**config.mk**
```make
export PLATFORM = sky130hd
export DESIGN_NAME = i2cee_ctrl
export DESIGN_NICKNAME = d
export VERILOG_FILES = /design/src/rtl/i2cee_pkg.sv /design/src/rtl/i2cee_ctrl.sv
export SDC_FILE = /design/constraint.sdc
export NUM_CORES = 1
export LEC_CHECK = 0
export BUFFER_PORTS_ARGS = -buffer_cell sky130_fd_sc_hd__buf_2
export CELL_PAD_IN_SITES_DETAIL_PLACEMENT = 1
export CELL_PAD_IN_SITES_GLOBAL_PLACEMENT = 2
export CORE_MARGIN = 5
export CORE_UTILIZATION = 28
export CTS_CLUSTER_DIAMETER = 100
export CTS_CLUSTER_SIZE = 8
export DETAILED_ROUTE_END_ITERATION = 16
export GPL_TIMING_DRIVEN = 0
export PLACE_DENSITY = 0.81
export REMOVE_ABC_BUFFERS = 1
export SYNTH_ARGS = -nofsm -noshare
export SYNTH_HDL_FRONTEND = slang
export SYNTH_SLANG_ARGS = --single-unit
```
**constraint.sdc**
```tcl
create_clock -name clk_i -period 3.25 [get_ports clk_i]
set_clock_uncertainty 0.1 [all_clocks]
set_input_delay 0 -clock clk_i [delete_from_list [all_inputs] [get_ports clk_i]]
set_output_delay 0 -clock clk_i [all_outputs]
set_load 0.02 [all_outputs]
```
**src/rtl/i2cee_pkg.sv**
```systemverilog
// ----------------------------------------------------------------------------
// I2C EEPROM emulator package
// Shared types and constants for the I2C target EEPROM emulator.
// ----------------------------------------------------------------------------
`default_nettype none

package i2cee_pkg;

  localparam int unsigned PtrW   = 13;
  localparam int unsigned AddrW  = 12;
  localparam int unsigned SizeW  = 13;
  localparam int unsigned ByteW  = 8;
  localparam int unsigned ActW   = 3;

  localparam logic [SizeW-1:0] SizeReset = 13'd64;
  localparam int unsigned      SizeLimit = 4096;

  typedef enum logic [ActW-1:0] {
    ActRxByte = 3'd0,
    ActRdReq  = 3'd1,
    ActStop   = 3'd2,
    ActHostWr = 3'd3,
    ActHostRd = 3'd4
  } action_e;

  typedef struct packed {
    logic [ActW-1:0]  action;
    logic [ByteW-1:0] data_byte;
    logic             new_write;
    logic             slave_active;
    logic [AddrW-1:0] host_addr;
    logic             poll_only;
  } item_t;

  typedef struct packed {
    logic             we;
    logic             re;
    logic [AddrW-1:0] addr;
    logic [ByteW-1:0] wdata;
  } mem_req_t;

  // What the result stage needs to know about one word.
  typedef struct packed {
    logic tx_valid;
    logic host_rd;
    logic host_ok;
    logic data_pending;
  } meta_t;

endpackage

`default_nettype wire

```
**src/rtl/i2cee_ctrl.sv**
```systemverilog
// ----------------------------------------------------------------------------
// I2C EEPROM emulator control
// Byte pointer and phase bookkeeping; turns each word into at most one memory
// access and the flags of its result.
// ----------------------------------------------------------------------------
`default_nettype none

module i2cee_ctrl
  import i2cee_pkg::*;
(
  input  wire logic             clk_i,
  input  wire logic             rst_ni,
  input  wire logic             fire_i,
  input  wire item_t            item_i,
  input  wire logic [SizeW-1:0] buffer_size_i,
  output mem_req_t              mem_req_o,
  output meta_t                 meta_o
);

  logic [PtrW-1:0] ptr_q, ptr_d;
  logic            off_q, off_d;
  logic            wp_q, wp_d;
  logic            rp_q, rp_d;
  logic            pend_q, pend_d;

  logic [PtrW-1:0] ptr_a;
  logic            off_a;
  logic [PtrW-1:0] ptr_w;
  logic [PtrW-1:0] ptr_r;
  logic [PtrW-1:0] ptr_rw;
  logic            addr_in_range;

  always_comb begin
    // Pointer and offset flag after a write phase start or a restart.
    ptr_a = ptr_q;
    off_a = off_q;
    if (!wp_q || item_i.new_write) begin
      ptr_a = '0;
      off_a = 1'b0;
    end
    ptr_w  = (ptr_a >= buffer_size_i) ? '0 : ptr_a;
    ptr_r  = rp_q ? (ptr_q + 1'b1) : ptr_q;
    ptr_rw = (ptr_r >= buffer_size_i) ? '0 : ptr_r;
    addr_in_range = ({1'b0, item_i.host_addr} < buffer_size_i);
  end

  always_comb begin
    ptr_d     = ptr_q;
    off_d     = off_q;
    wp_d      = wp_q;
    rp_d      = rp_q;
    pend_d    = pend_q;
    mem_req_o = '0;
    meta_o    = '0;
    unique case (action_e'(item_i.action))
      ActRxByte: begin
        wp_d = 1'b1;
        if (!wp_q) begin
          rp_d = 1'b0;
        end
        if (off_a) begin
          mem_req_o.we    = fire_i;
          mem_req_o.addr  = ptr_w[AddrW-1:0];
          mem_req_o.wdata = item_i.data_byte;
          ptr_d           = ptr_w + 1'b1;
          pend_d          = 1'b1;
          off_d           = 1'b1;
        end else begin
          off_d = 1'b1;
          ptr_d = PtrW'(item_i.data_byte);
        end
      end
      ActRdReq: begin
        if (item_i.slave_active) begin
          rp_d            = 1'b1;
          wp_d            = rp_q ? wp_q : 1'b0;
          ptr_d           = ptr_rw;
          mem_req_o.re    = fire_i;
          mem_req_o.addr  = ptr_rw[AddrW-1:0];
          meta_o.tx_valid = 1'b1;
        end
      end
      ActStop: begin
        ptr_d = '0;
        off_d = 1'b0;
      end
      ActHostWr: begin
        if (addr_in_range) begin
          mem_req_o.we    = fire_i;
          mem_req_o.addr  = item_i.host_addr;
          mem_req_o.wdata = item_i.data_byte;
          meta_o.host_ok  = 1'b1;
        end
      end
      ActHostRd: begin
        if (item_i.poll_only) begin
          meta_o.data_pending = pend_q;
          pend_d              = 1'b0;
        end else if (addr_in_range) begin
          mem_req_o.re   = fire_i;
          mem_req_o.addr = item_i.host_addr;
          meta_o.host_rd = 1'b1;
          meta_o.host_ok = 1'b1;
        end
      end
      default: begin
      end
    endcase
  end

  always_ff @(posedge clk_i or negedge rst_ni) begin
    if (!rst_ni) begin
      ptr_q  <= '0;
      off_q  <= 1'b0;
      wp_q   <= 1'b0;
      rp_q   <= 1'b0;
      pend_q <= 1'b0;
    end else if (fire_i) begin
      ptr_q  <= ptr_d;
      off_q  <= off_d;
      wp_q   <= wp_d;
      rp_q   <= rp_d;
      pend_q <= pend_d;
    end
  end

endmodule

`default_nettype wire

```
==> out/qor.yml <==
outcome:
  outcome: "complete, but fails checks"
  violations: "setup timing"
setup_path:
  crit_start: "ptr_q[0]"
  required_ns: 3.15
  critical_path.top_delay_family: "simple AND/OR/NAND/NOR gates"
  r2r-start: "wp_q"
  startpoint_type: "register"
  cp.arrival_ns: 3.53
  cp-end-kind: "output port"
  path_buf_inv: 2
  cp_slowest_cell: "dfrtp_2"
  critPathMaxStageDelay_ns: 0.45
  path_class: "reg2out"
  path_cells: "ha_4 > nand4_1 > nor2_4 > nand4_1 > xnor2_2 > ha_1 > nand2_2 > nor2_1 > o31a_1 > nor4b_4 > buf_6 > a21o_1 > a221o_1 > buf_6"
  crit_fanout: 8
sta:
  hold_viol: 0
  clock.fmax_mhz: 275.8
  worstMarginPinSlew_ns: 0.7978
  slew_headroom_pct: 46.82
  period_share_pct: 111.6
  finalCriticalPeriod_ns: 3.626
  grt_setup_unrepaired: "yes"
  final_max_slew_viol_count: 0
  finalSetupViolCount: 24
  worst_slack_ns: -0.3756
  timing.hold.ws_ns: 0.04951
pwr:
  p_sw_mw: 0.5033
  internal-power_mw: 0.6134
  power_density_mw_per_mm2: 248.5
  clkPwrFrac_pct: 14.9
  combPwrFrac_pct: 56.9
  power_frac_seq_pct: 28.2
  power_leakage_nw: 2.139
  switching_share_pct: 45.07
  ir_worst_vdd_mv: 0.1554
global_routing:
  grtUsageTotal_pct: 19.41
  met1_usage_pct: 25.52
  grt_pass1_vias: 3727
  grtUsageMet2_pct: 33.45
  grtUsageMet3_pct: 2.074
  grt_max_degree: 18
  grt_pass1_wl_mm: 19.73
  antenna_found_initial: 0
  grt_busiest_layer: "met2"
  grt_overflow_total: 0
synthesis:
  avgSynthCellArea_sq_um: 7.404
  synth_xor_area_share_pct: 5.502
  synth_top_family_by_area: "simple AND/OR/NAND/NOR gates"
  synth_compound_area_share_pct: 24.85
  synth-seq-cells: 17
  synth.area.mux_share_pct: 1.092
  yosys_warnings: 0
  yosys.area_share.simple_pct: 29.78
  synthAdderAreaFrac_pct: 17.03
  synth_cell_type_count: 58
  syn-instance-count: 387
  synth-edff-count: 0
  synthFlopType: "dfrtp_1"
  async_reset_ff_share_pct: 100.0
  syn-cell-area_sq_mm: 0.002865
  synth-seq-area-share_pct: 14.85
placement:
  placed_cell_area_sq_mm: 0.003278
  gp_congestion: 0.8306
  hpwl_mm: 8.704
  port_buffers: 67
cells_and_area:
  ff_latch_area_sq_um: 439.2
  syn2layout_area_growth_pct: 56.81
  mostFrequentLayoutCells: "buf_2, buf_4, nand2_1"
  multi_input_area_sq_mm: 0.002770
  n_antenna_cell: 0
  drive_above_1_share_pct: 43.45
  final_common_cell: "buf_2"
  fin_nets: 586
  fin_area_sq_mm: 0.004493
  fillers: 1210
drt:
  vias: 3608
  drt_iter0_drc: 280
  drc_errors: 0
  routed_wl_mm: 14.00
  routed_via_density: 5.638
  wire_per_inst_microns: 21.87
  dr.pass1.iters: 5
  route.antenna.remaining_nets: 0
die:
  rows: 37
  die_x_microns: 111.2
  pin_count: 68
  coreArea_sq_mm: 0.01014
  start_util_pct: 28.26
  die_area_sq_mm: 0.01236
  die_y_microns: 111.2
clock_tree:
  clk_latency_ns: 0.26
  cts_sinks: 17
  htreeDepth: 1
  path_clk_slew_ns: 0.08
  cts_root_buffer: "clkbuf_8"
  cts_buffers: 3
  cts_tree: "yes"
  clk_path_buf_depth: 2
min_path:
  hold_path_startpoint: "item_i[19]"
  hold_class: "in2reg"
run:
  cap_violations: 0
==> power by group through the flow <==
stage          clock, mW  combinational (mW)  sequential, mW
2_1_floorplan          0               0.263           0.288
3_3_place_gp           0               0.385           0.309
3_5_place_dp           0               0.399           0.312
4_1_cts            0.168               0.542           0.302
5_1_grt            0.176               0.684           0.320
6_report           0.167               0.635           0.315
==> per-layer routing <==
| metal | wire, microns | vias to the layer above |
|---|---|---|
| met4 | 600 | 0 |
| met3 | 875 | 45 |
| met5 | 0 | - |
| met2 | 6941 | 135 |
| li1 | - | 1650 |
| met1 | 5581 | 1778 |
==> layout make-up <==
| class | count | area share, % |
|---|---|---|
| Inverter | 28 | 2.423 |
| Sequential cell | 17 | 9.774 |
| Multi-Input combinational cell | 323 | 61.65 |
| Tap cell | 136 | 3.787 |
| Clock inverter | 1 | 0.1114 |
| Clock buffer | 3 | 0.9190 |
| Timing Repair Buffer | 132 | 21.33 |
==> path summary, 6_finish.rpt <==
kind                            cells after the start  slack, ns       endpoint
worst max-delay path                               14      -0.38  mem_req_o[15]
worst min register to register                      2       0.47          off_q
min in group asynchronous                           2       0.10         pend_q
worst max register to register                     16      -0.31       ptr_q[8]
worst min-delay path                                3       0.05       ptr_q[4]
max in group asynchronous                           2       2.61       ptr_q[9]
==> cells by family after synthesis <==
logic type | Yosys count
flops | 17
simple gates | 163
mux | 3
buf+inv | 48
xor+xnor | 18
fa+ha+maj | 39
compound gates | 99
==> through the flow <==
stage	util, %	worst slack (ns)	cells	total power [mW]	setup TNS [ns]
floorplan	-	-0.2131	367	0.5516	-1.882
global placement	32.33	-1.029	570	0.6936	-20.53
detailed placement	32.33	-1.135	570	0.7112	-22.83
CTS	39.97	-0.2369	625	1.012	-3.248
global route	44.32	-0.4992	640	1.180	-8.721
finish	44.32	-0.3756	640	1.117	-5.938
==> worst reg2reg max path, cell delays in order, from the launching register on <==
cell	delay, ns
dfrtp_2	0.45
buf_4	0.16
nand3b_1	0.16
inv_1	0.14
ha_1	0.33
nand2_1	0.09
nor4_2	0.06
or3_4	0.40
nor2_4	0.18
and2_1	0.20
ha_4	0.16
nand3_4	0.11
nor3_4	0.25
buf_4	0.16
inv_1	0.04
a221oi_1	0.30
mux2i_1	0.14
==> repair_timing <==
action	4_1_cts	5_1_grt
setup endpoints to repair	25	25
resized for setup	75	67
hold buffers	10	0
setup buffers	40	17
hold endpoints to repair	24	0
pin swaps	42	29
cloned	1	0
==> synth_stat cells, types with 5 or more instances <==
master	number	area share (%)
xnor2_1	15	4.6
nand3_1	22	3.8
a21oi_1	21	3.7
clkbuf_1	10	1.3
a211oi_1	7	1.8
a221o_1	8	2.8
nor3_1	8	1.4
a221oi_1	5	1.5
o21ai_0	15	2.6
a21o_1	9	2.4
buf_2	8	1.4
and3_1	6	1.3
nor2_1	26	3.4
and2_1	17	3.7
inv_1	27	3.5
nand2_1	45	5.9
dfrtp_1	17	15
nand4_1	10	2.2
ha_1	39	17
==> state kept, by name (all words and copies together) (netlist names) <==
name,count
rp_q,1
pend_q,1
off_q,1
wp_q,1
ptr_q,13
Power figures use the tool's default switching activity.
